--- src/rtl/bhpq_pkg.sv ---
// ----------------------------------------------------------------------------
// bhpq_pkg: shared types and constants for the binary heap priority queue
// Sizes, status codes, the entry layout and the microcode action fields.
// ----------------------------------------------------------------------------
package bhpq_pkg;

  localparam int CAPACITY = 64;
  localparam int KEY_BITS = 32;
  localparam int ID_BITS  = 16;
  localparam int ADDR_W   = (CAPACITY > 1) ? $clog2(CAPACITY) : 1;
  localparam int CNT_W    = $clog2(CAPACITY + 1);

  localparam logic OP_PUSH = 1'b0;
  localparam logic OP_POP  = 1'b1;

  typedef enum logic [1:0] {
    ST_OK    = 2'd0,
    ST_EMPTY = 2'd1,
    ST_FULL  = 2'd2
  } status_t;

  typedef struct packed {
    logic [KEY_BITS-1:0] key;
    logic [ID_BITS-1:0]  id;
  } entry_t;

  // microcode step addresses
  typedef enum logic [3:0] {
    U_IDLE, U_DISP, U_PUSH0, U_UP_RD, U_UP_CMP, U_UP_WR, U_FULL,
    U_POP0, U_POP1, U_DN_RD, U_DN_CMP, U_DN_WR, U_EMPTY, U_FINISH
  } step_t;

  // datapath action fields; the first member of each is the idle choice
  typedef enum logic [1:0] {RA_ROOT, RA_PARENT, RA_LEFT}          ra_sel_t;
  typedef enum logic       {RB_LAST, RB_RIGHT}                    rb_sel_t;
  typedef enum logic [1:0] {WR_NONE, WR_HOLD, WR_RDA, WR_PICK}    wr_sel_t;
  typedef enum logic [2:0] {
    IDX_KEEP, IDX_COUNT, IDX_ZERO, IDX_PARENT, IDX_PICK
  } idx_sel_t;
  typedef enum logic [1:0] {CNT_KEEP, CNT_INC, CNT_DEC}           cnt_op_t;
  typedef enum logic [1:0] {RES_KEEP, RES_CLEAR, RES_ROOT}        res_sel_t;
  typedef enum logic [1:0] {SS_KEEP, SS_OK, SS_EMPTY, SS_FULL}    st_sel_t;

  typedef struct packed {
    ra_sel_t  ra_sel;
    rb_sel_t  rb_sel;
    wr_sel_t  wr_sel;
    idx_sel_t idx_sel;
    cnt_op_t  cnt_op;
    logic     hold_ld;
    res_sel_t res_sel;
    st_sel_t  st_sel;
    logic     done;
  } act_t;

  // status flags from the datapath, tested by the sequencer
  typedef struct packed {
    logic is_pop;
    logic full;
    logic empty;
    logic idx_zero;
    logic no_up;
    logic no_left;
    logic no_down;
  } dp_flags_t;

  // true when key a belongs above key b
  function automatic logic ahead(input logic mode,
                                 input logic [KEY_BITS-1:0] a,
                                 input logic [KEY_BITS-1:0] b);
    return mode ? (a > b) : (a < b);
  endfunction

endpackage

--- src/rtl/bhpq_useq.sv ---
// ----------------------------------------------------------------------------
// bhpq_useq: microcode sequencer
// Step counter, control store and two-way conditional branch per step.
// ----------------------------------------------------------------------------
module bhpq_useq (
  input  logic                clk,
  input  logic                rst_n,
  input  logic                start,
  input  logic                out_busy,
  input  bhpq_pkg::dp_flags_t flags,
  output logic                idle,
  output bhpq_pkg::act_t      act
);

  typedef enum logic [3:0] {
    C_ALWAYS, C_START, C_IS_POP, C_FULL, C_EMPTY, C_IDX_ZERO,
    C_NO_UP, C_NO_LEFT, C_NO_DOWN, C_OUT_BUSY
  } cond_t;

  typedef struct packed {
    cond_t           cond;
    bhpq_pkg::step_t jmp_to;
    bhpq_pkg::step_t fall_to;
    logic            guard;   // suppress actions when the branch is taken
    bhpq_pkg::act_t  act;
  } uword_t;

  bhpq_pkg::step_t upc_r, upc_nxt;
  uword_t          uw;
  logic            taken;

  // control store
  always_comb begin
    uw = '0;
    case (upc_r)
      bhpq_pkg::U_IDLE: begin
        uw.cond = C_START;    uw.jmp_to = bhpq_pkg::U_DISP;
        uw.fall_to = bhpq_pkg::U_IDLE;
      end
      bhpq_pkg::U_DISP: begin
        uw.cond = C_IS_POP;   uw.jmp_to = bhpq_pkg::U_POP0;
        uw.fall_to = bhpq_pkg::U_PUSH0;
        uw.act.res_sel = bhpq_pkg::RES_CLEAR;
        uw.act.st_sel  = bhpq_pkg::SS_OK;
      end
      bhpq_pkg::U_PUSH0: begin
        uw.cond = C_FULL;     uw.jmp_to = bhpq_pkg::U_FULL;
        uw.fall_to = bhpq_pkg::U_UP_RD;
        uw.guard = 1'b1;
        uw.act.idx_sel = bhpq_pkg::IDX_COUNT;
      end
      bhpq_pkg::U_UP_RD: begin
        uw.cond = C_IDX_ZERO; uw.jmp_to = bhpq_pkg::U_UP_WR;
        uw.fall_to = bhpq_pkg::U_UP_CMP;
        uw.act.ra_sel = bhpq_pkg::RA_PARENT;
      end
      bhpq_pkg::U_UP_CMP: begin
        uw.cond = C_NO_UP;    uw.jmp_to = bhpq_pkg::U_UP_WR;
        uw.fall_to = bhpq_pkg::U_UP_RD;
        uw.guard = 1'b1;
        uw.act.wr_sel  = bhpq_pkg::WR_RDA;
        uw.act.idx_sel = bhpq_pkg::IDX_PARENT;
      end
      bhpq_pkg::U_UP_WR: begin
        uw.cond = C_ALWAYS;   uw.jmp_to = bhpq_pkg::U_FINISH;
        uw.fall_to = bhpq_pkg::U_FINISH;
        uw.act.wr_sel = bhpq_pkg::WR_HOLD;
        uw.act.cnt_op = bhpq_pkg::CNT_INC;
      end
      bhpq_pkg::U_FULL: begin
        uw.cond = C_ALWAYS;   uw.jmp_to = bhpq_pkg::U_FINISH;
        uw.fall_to = bhpq_pkg::U_FINISH;
        uw.act.st_sel = bhpq_pkg::SS_FULL;
      end
      bhpq_pkg::U_POP0: begin
        uw.cond = C_EMPTY;    uw.jmp_to = bhpq_pkg::U_EMPTY;
        uw.fall_to = bhpq_pkg::U_POP1;
        uw.guard = 1'b1;
        uw.act.ra_sel = bhpq_pkg::RA_ROOT;
        uw.act.rb_sel = bhpq_pkg::RB_LAST;
        uw.act.cnt_op = bhpq_pkg::CNT_DEC;
      end
      bhpq_pkg::U_POP1: begin
        uw.cond = C_ALWAYS;   uw.jmp_to = bhpq_pkg::U_DN_RD;
        uw.fall_to = bhpq_pkg::U_DN_RD;
        uw.act.res_sel = bhpq_pkg::RES_ROOT;
        uw.act.hold_ld = 1'b1;
        uw.act.idx_sel = bhpq_pkg::IDX_ZERO;
      end
      bhpq_pkg::U_DN_RD: begin
        uw.cond = C_NO_LEFT;  uw.jmp_to = bhpq_pkg::U_DN_WR;
        uw.fall_to = bhpq_pkg::U_DN_CMP;
        uw.act.ra_sel = bhpq_pkg::RA_LEFT;
        uw.act.rb_sel = bhpq_pkg::RB_RIGHT;
      end
      bhpq_pkg::U_DN_CMP: begin
        uw.cond = C_NO_DOWN;  uw.jmp_to = bhpq_pkg::U_DN_WR;
        uw.fall_to = bhpq_pkg::U_DN_RD;
        uw.guard = 1'b1;
        uw.act.wr_sel  = bhpq_pkg::WR_PICK;
        uw.act.idx_sel = bhpq_pkg::IDX_PICK;
      end
      bhpq_pkg::U_DN_WR: begin
        uw.cond = C_ALWAYS;   uw.jmp_to = bhpq_pkg::U_FINISH;
        uw.fall_to = bhpq_pkg::U_FINISH;
        uw.act.wr_sel = bhpq_pkg::WR_HOLD;
      end
      bhpq_pkg::U_EMPTY: begin
        uw.cond = C_ALWAYS;   uw.jmp_to = bhpq_pkg::U_FINISH;
        uw.fall_to = bhpq_pkg::U_FINISH;
        uw.act.st_sel = bhpq_pkg::SS_EMPTY;
      end
      bhpq_pkg::U_FINISH: begin
        uw.cond = C_OUT_BUSY; uw.jmp_to = bhpq_pkg::U_FINISH;
        uw.fall_to = bhpq_pkg::U_IDLE;
        uw.guard = 1'b1;
        uw.act.done = 1'b1;
      end
      default: begin
        uw.cond = C_ALWAYS;   uw.jmp_to = bhpq_pkg::U_IDLE;
        uw.fall_to = bhpq_pkg::U_IDLE;
      end
    endcase
  end

  // branch condition
  always_comb begin
    case (uw.cond)
      C_ALWAYS:   taken = 1'b1;
      C_START:    taken = start;
      C_IS_POP:   taken = flags.is_pop;
      C_FULL:     taken = flags.full;
      C_EMPTY:    taken = flags.empty;
      C_IDX_ZERO: taken = flags.idx_zero;
      C_NO_UP:    taken = flags.no_up;
      C_NO_LEFT:  taken = flags.no_left;
      C_NO_DOWN:  taken = flags.no_down;
      C_OUT_BUSY: taken = out_busy;
      default:    taken = 1'b0;
    endcase
  end

  // next step
  always_comb begin
    upc_nxt = taken ? uw.jmp_to : uw.fall_to;
  end

  // outputs
  always_comb begin
    act  = (uw.guard && taken) ? '0 : uw.act;
    idle = (upc_r == bhpq_pkg::U_IDLE);
  end

  always_ff @(posedge clk) begin
    if (!rst_n) begin
      upc_r <= bhpq_pkg::U_IDLE;
    end else begin
      upc_r <= upc_nxt;
    end
  end

endmodule

--- config.mk ---
export PLATFORM = sky130hd
export DESIGN_NAME = bhpq_useq
export DESIGN_NICKNAME = d
export VERILOG_FILES = /design/src/rtl/bhpq_pkg.sv /design/src/rtl/bhpq_useq.sv
export SDC_FILE = /design/constraint.sdc
export NUM_CORES = 1
export LEC_CHECK = 0
export BUFFER_PORTS_ARGS = -buffer_cell sky130_fd_sc_hd__buf_2
export CORE_MARGIN = 2
export CORE_UTILIZATION = 46
export CTS_CLUSTER_SIZE = 14
export DETAILED_ROUTE_END_ITERATION = 12
export HOLD_SLACK_MARGIN = 0.15
export PLACE_DENSITY = 0.87
export SETUP_SLACK_MARGIN = 0.2
export SKIP_CTS_REPAIR_TIMING = 1
export SLEW_MARGIN = 15
export SYNTH_ARGS = -nofsm -noshare
export SYNTH_HDL_FRONTEND = slang
export SYNTH_SLANG_ARGS = --single-unit
--- constraint.sdc ---
create_clock -name clk -period 2.8 [get_ports clk]
set_input_delay 0.7 -clock clk [delete_from_list [all_inputs] [get_ports clk]]
set_output_delay 0.7 -clock clk [all_outputs]
set_load 0.1 [all_outputs]
==> results of run 1 <==
[per-stage QoR]
stage / cell area [um2] / setup TNS (ns) / setup slack (ns) / cells
2_1_floorplan: 848 / -3.02 / -0.610 / 90
3_3_place_gp: 1210 / -0.589 / -0.110 / 131
3_5_place_dp: 1210 / -0.979 / -0.167 / 131
4_1_cts: 1230 / -1.07 / -0.178 / 134
[cell usage after synthesis (all sizes together), types with 2 or more instances]
library cell / number
o21ai: 3
nor3: 10
clkbuf: 7
nor4: 4
dfxtp: 4
nor2: 6
nand2: 8
nand2b: 8
buf: 4
a31oi: 2
nor4bb: 2
o32ai: 2
a21oi: 5
inv: 3
[cell families after synthesis]
logic type | count (synthesis) | share of synthesized area (%)
buffers and inverters | 14 | 9.94
AOI/OAI and AO/OA | 26 | 33.5
xor gates and xnor gates | 1 | 1.36
and+or+nand+nor | 43 | 38.8
DFF | 4 | 12.5
muxes | 2 | 3.90
==> metrics.md, run 1 <==
| Metric | Value |
|---|---|
| Status | did not finish |
| Failed at | 5_1_grt |
| Tool Error | [ERROR DPL-0033] detailed placement checks failed during check placement. |
| Die Height | 41.4 um |
| Number of top-level pins | 28 |
| Die X | 41.4 um |
| Root buf cell | clkbuf_4 |
| Main synth FF type | dfxtp_1 |
| Port Buf Inserts | 27 |
| Count of flip-flops with a built-in enable after synthesis | 0 |
| Htree depth | 1 |
| Synth top area share | 12.5% |
| Synth Cell Area | 642 um2 |
| Initial antenna violation count | 0 |
| Top cells by area, synth | dfxtp_1, nand2b_1, nor3_1, clkbuf_1, nand2_1 |
| Fraction of registers with async set/reset | 0% |
| Pin count of the biggest net entering global routing | 19 |
| Effective utilization at floorplan | 49.3% |
| Synth Register Bits | 4 |
| Clock sink total | 4 |
| DP Wirelength | 2.02 mm |
| Rows | 13 |
| Yosys warns | 0 |
| Area leader, netlist | dfxtp_1 |
| Avg Cell Area, Syn | 7.13 um2 |
| Worst EP Category | primary output |
| GP Congestion | 0.925 |
| Net count after synthesis | 101 |
| Clk buf depth | 2 |
| Seq/Total Area, Yosys | 12.5% |
| Netlist cell types | 42 |
| Post-GRT worst EP | act[9] |
| Num CTS Buffers | 3 |
| Mapped Cells | 90 |
==> inputs of run 2 (changes only) <==
--- a/config.mk
+++ b/config.mk
@@ -6,13 +6,10 @@
 export NUM_CORES = 1
 export LEC_CHECK = 0
 export BUFFER_PORTS_ARGS = -buffer_cell sky130_fd_sc_hd__buf_2
-export CORE_MARGIN = 2
-export CORE_UTILIZATION = 46
-export CTS_CLUSTER_SIZE = 14
+export CORE_AREA = 2 2 63 65
 export DETAILED_ROUTE_END_ITERATION = 12
-export HOLD_SLACK_MARGIN = 0.15
-export PLACE_DENSITY = 0.87
-export SETUP_SLACK_MARGIN = 0.2
+export DIE_AREA = 0 0 65 67
+export PLACE_DENSITY_LB_ADDON = 0.15
 export SKIP_CTS_REPAIR_TIMING = 1
 export SLEW_MARGIN = 15
 export SYNTH_ARGS = -nofsm -noshare
==> run 2 against run 1 <==
  * Synthesized area unchanged
  * Synthesized cell count is the same
  * The flow now finishes, with violations (negative setup slack)
==> metrics.md, run 2 <==
| Metric | Value |
|---|---|
| Yosys warns | 0 |
| Crit-path max cell delay | 0.28 ns |
| Most common cell in the netlist | nor3_1 |
| Total GRT Usage | 10.5% |
| # diodes | 0 |
| Clock slew at reported path FFs | 0.03 ns |
| Worst Path Max Fanout | 5 |
| Port Buf Inserts | 27 |
| Post-route setup slack | -0.0801 ns |
| Worst R2R Path Depth | 7 |
| Clock sink total | 4 |
| Root buf cell | clkbuf_8 |
| Netlist cell types | 42 |
| Reg2reg start | upc_r[0] |
| Vias per inst | 4.69 |
| CP Cell Sequence | buf_6 -> mux2_4 -> a32o_2 -> a211oi_4 -> buf_6 -> nand2_8 -> nor3_4 -> buf_12 |
| Clk_lat worst skew | 0.21 ns |
| First-pass iteration count of the detailed router | 4 |
| Area leader, netlist | dfxtp_1 |
| Maxcap violations | 0 |
| Reg2reg setup slack | 0.86 ns |
| Detail Route Antenna Nets | 0 |
| Effective utilization at floorplan | 17.8% |
| Count of flip-flops with a built-in enable after synthesis | 0 |
| Max reg flops | 4 |
| Most instantiated cells after synthesis | nor3_1, nand2b_1, clkbuf_1, nand2_1, nor2_1 |
| Synth top area share | 12.5% |
| Die Height | 67 um |
| Die X | 65 um |
| Number of top-level pins | 28 |
| DP Wirelength | 1.66 mm |
| Htree depth | 1 |
| Fin crit period | 2.88 ns |
| Pin count of the biggest net entering global routing | 18 |
| Routed WL per cell | 12.9 um |
| Synth Cell Area | 642 um2 |
| Max Slew Vio Count | 0 |
| Synth Register Bits | 4 |
| Filler Cells Inserted | 375 |
| Worst reg2reg path endpoint | upc_r[0] |
| Synth Area in Compound Gates | 33.5% |
| Vias in the first global route | 746 |
| Commonest cells after routing, fill and taps aside | buf_12, buf_4, buf_2, nand2b_1, nand2_1 |
| CORE AREA | 0.00361 mm2 |
| Layout net count | 135 |
| Status | complete, but fails checks |
| Post-Synth Adder-Cell Area | 0% |
| Crit start category | primary input |
| Top cell by count, worst path | buf_6 |
| Remaining Overflow, GRT | 0 |
| Drc violations | 0 |
| Hold Path Sink | upc_r[1] |
| RSZ-0062 raised after global routing | yes |
| Clock skew | 0.00414 ns |
| Fraction of registers with async set/reset | 0% |
| Top cells by area, synth | dfxtp_1, nand2b_1, nor3_1, clkbuf_1, nand2_1 |
| Die area | 0.00436 mm2 |
| First-pass GRT wire length | 3.66 mm |
| GP Congestion | 0.816 |
| Main synth FF type | dfxtp_1 |
| Final Hold Vio Count | 0 |
| Min-delay src | rst_n |
| Area grow syn2layout | 101% |
| Rows | 22 |
| DRT Wirelength | 2.20 mm |
| Num CTS Buffers | 3 |
| Largest registers | upc_r: 4 flops |
| Mapped Cells | 90 |
| Most common cell after layout, fill and taps aside | buf_12 |
| Largest family of logic cells by synthesized area | simple AND/OR/NAND/NOR gates |
| Final period util | 103% |
| Routed vias | 798 |
| Arrival time worst endpoint | 2.18 ns |
| Clk buf depth | 2 |
| Avg Cell Area, Syn | 7.13 um2 |
| DRT iter0 DRCs | 33 |
| CP Data Required Time | 2.10 ns |
| Synth Area in XOR/XNOR | 1.36% |
| Share of cells above drive strength 1 | 52.5% |
| Crit Path Class | primary input to output pin |
| WHS Path Cells | 2 |
| Simple-gate share of the synthesized area | 38.8% |
| Min-Delay Path Class | primary input to flop |
| Critical-path top delay cell | a32o_2 |
| Rel. slew slack | 68.5% |
| Violated checks | negative setup slack |
| Fin util | 35.8% |
| Final Setup Violations | 5 |
| Register with the most flip-flops | upc_r |
| Initial antenna violation count | 0 |
| CTS tree | yes |
| Worst slew pin tran | 0.468 ns |
| Mux share of post-synthesis cell area | 3.90% |
| Seq/Total Area, Yosys | 12.5% |
| FMAX | 347 MHz |
| Element type at the critical path end | output pin |
| Net count after synthesis | 101 |
## run 2: cell counts after synthesis
No cell type changed its count.
## run 2: metal layers
metal  share of wire, %  up-vias  GRT usage (%)
met5                  0        -              0
met4                  0        0           2.39
met3                6.4        0           1.35
met2                 46       29           16.2
met1                 47      365           15.3
li1                   -      404              -
## run 2: worst max-delay path by stage
stage	slack [ns]	to	startpoint	cells after the start
after floorplan	-0.83	act[4]	upc_r[1]	4
after global placement	-0.23	act[8]	flags[6]	7
after detailed placement	-0.23	act[8]	flags[6]	7
after CTS	-0.23	act[8]	flags[6]	7
after global routing	-0.13	act[10]	flags[6]	8
final	-0.08	act[10]	flags[6]	8
## run 2: cell type report
cell class / count / area [um2] / share of cell area [%]
multi-input cells: 72 / 639 / 49.5
repair buffers: 40 / 459 / 35.6
flip-flops and latches: 4 / 80.1 / 6.20
well taps: 48 / 60.1 / 4.65
clock buffers: 3 / 41.3 / 3.20
inverters: 3 / 11.3 / 0.872
## run 2: kinds of logic after synthesis
family                 after synthesis
XOR/XNOR                             1
multiplexers                         2
AND/OR/NAND/NOR                     43
flip-flops                           4
buffers and inverters               14
AO/OA/AOI/OAI                       26
## run 2: worst max-delay path: cells and delay by family
kind / cells / cell delay [ns]
AO/OA/AOI/OAI: 2 / 0.44
AND/OR/NAND/NOR: 2 / 0.33
multiplexers: 1 / 0.25
buffers and inverters: 3 / 0.46
## run 2: per-stage QoR
stage                     setup TNS (ns)  cells  area, um2  setup WS [ns]  hold WS (ns)
after detailed placement           -1.37    166       1210         -0.228         0.847
after CTS                          -1.40    169       1260         -0.229         0.778
after floorplan                    -6.49     90        772         -0.826         0.768
after global placement             -1.37    166       1210         -0.225         0.863
after global routing              -0.619    170       1290         -0.133         0.783
final                             -0.254    170       1290        -0.0801         0.778
Power of run 2 is not shown: default switching activity piles up to over one toggle a cycle in this logic, so the estimate is an artifact.
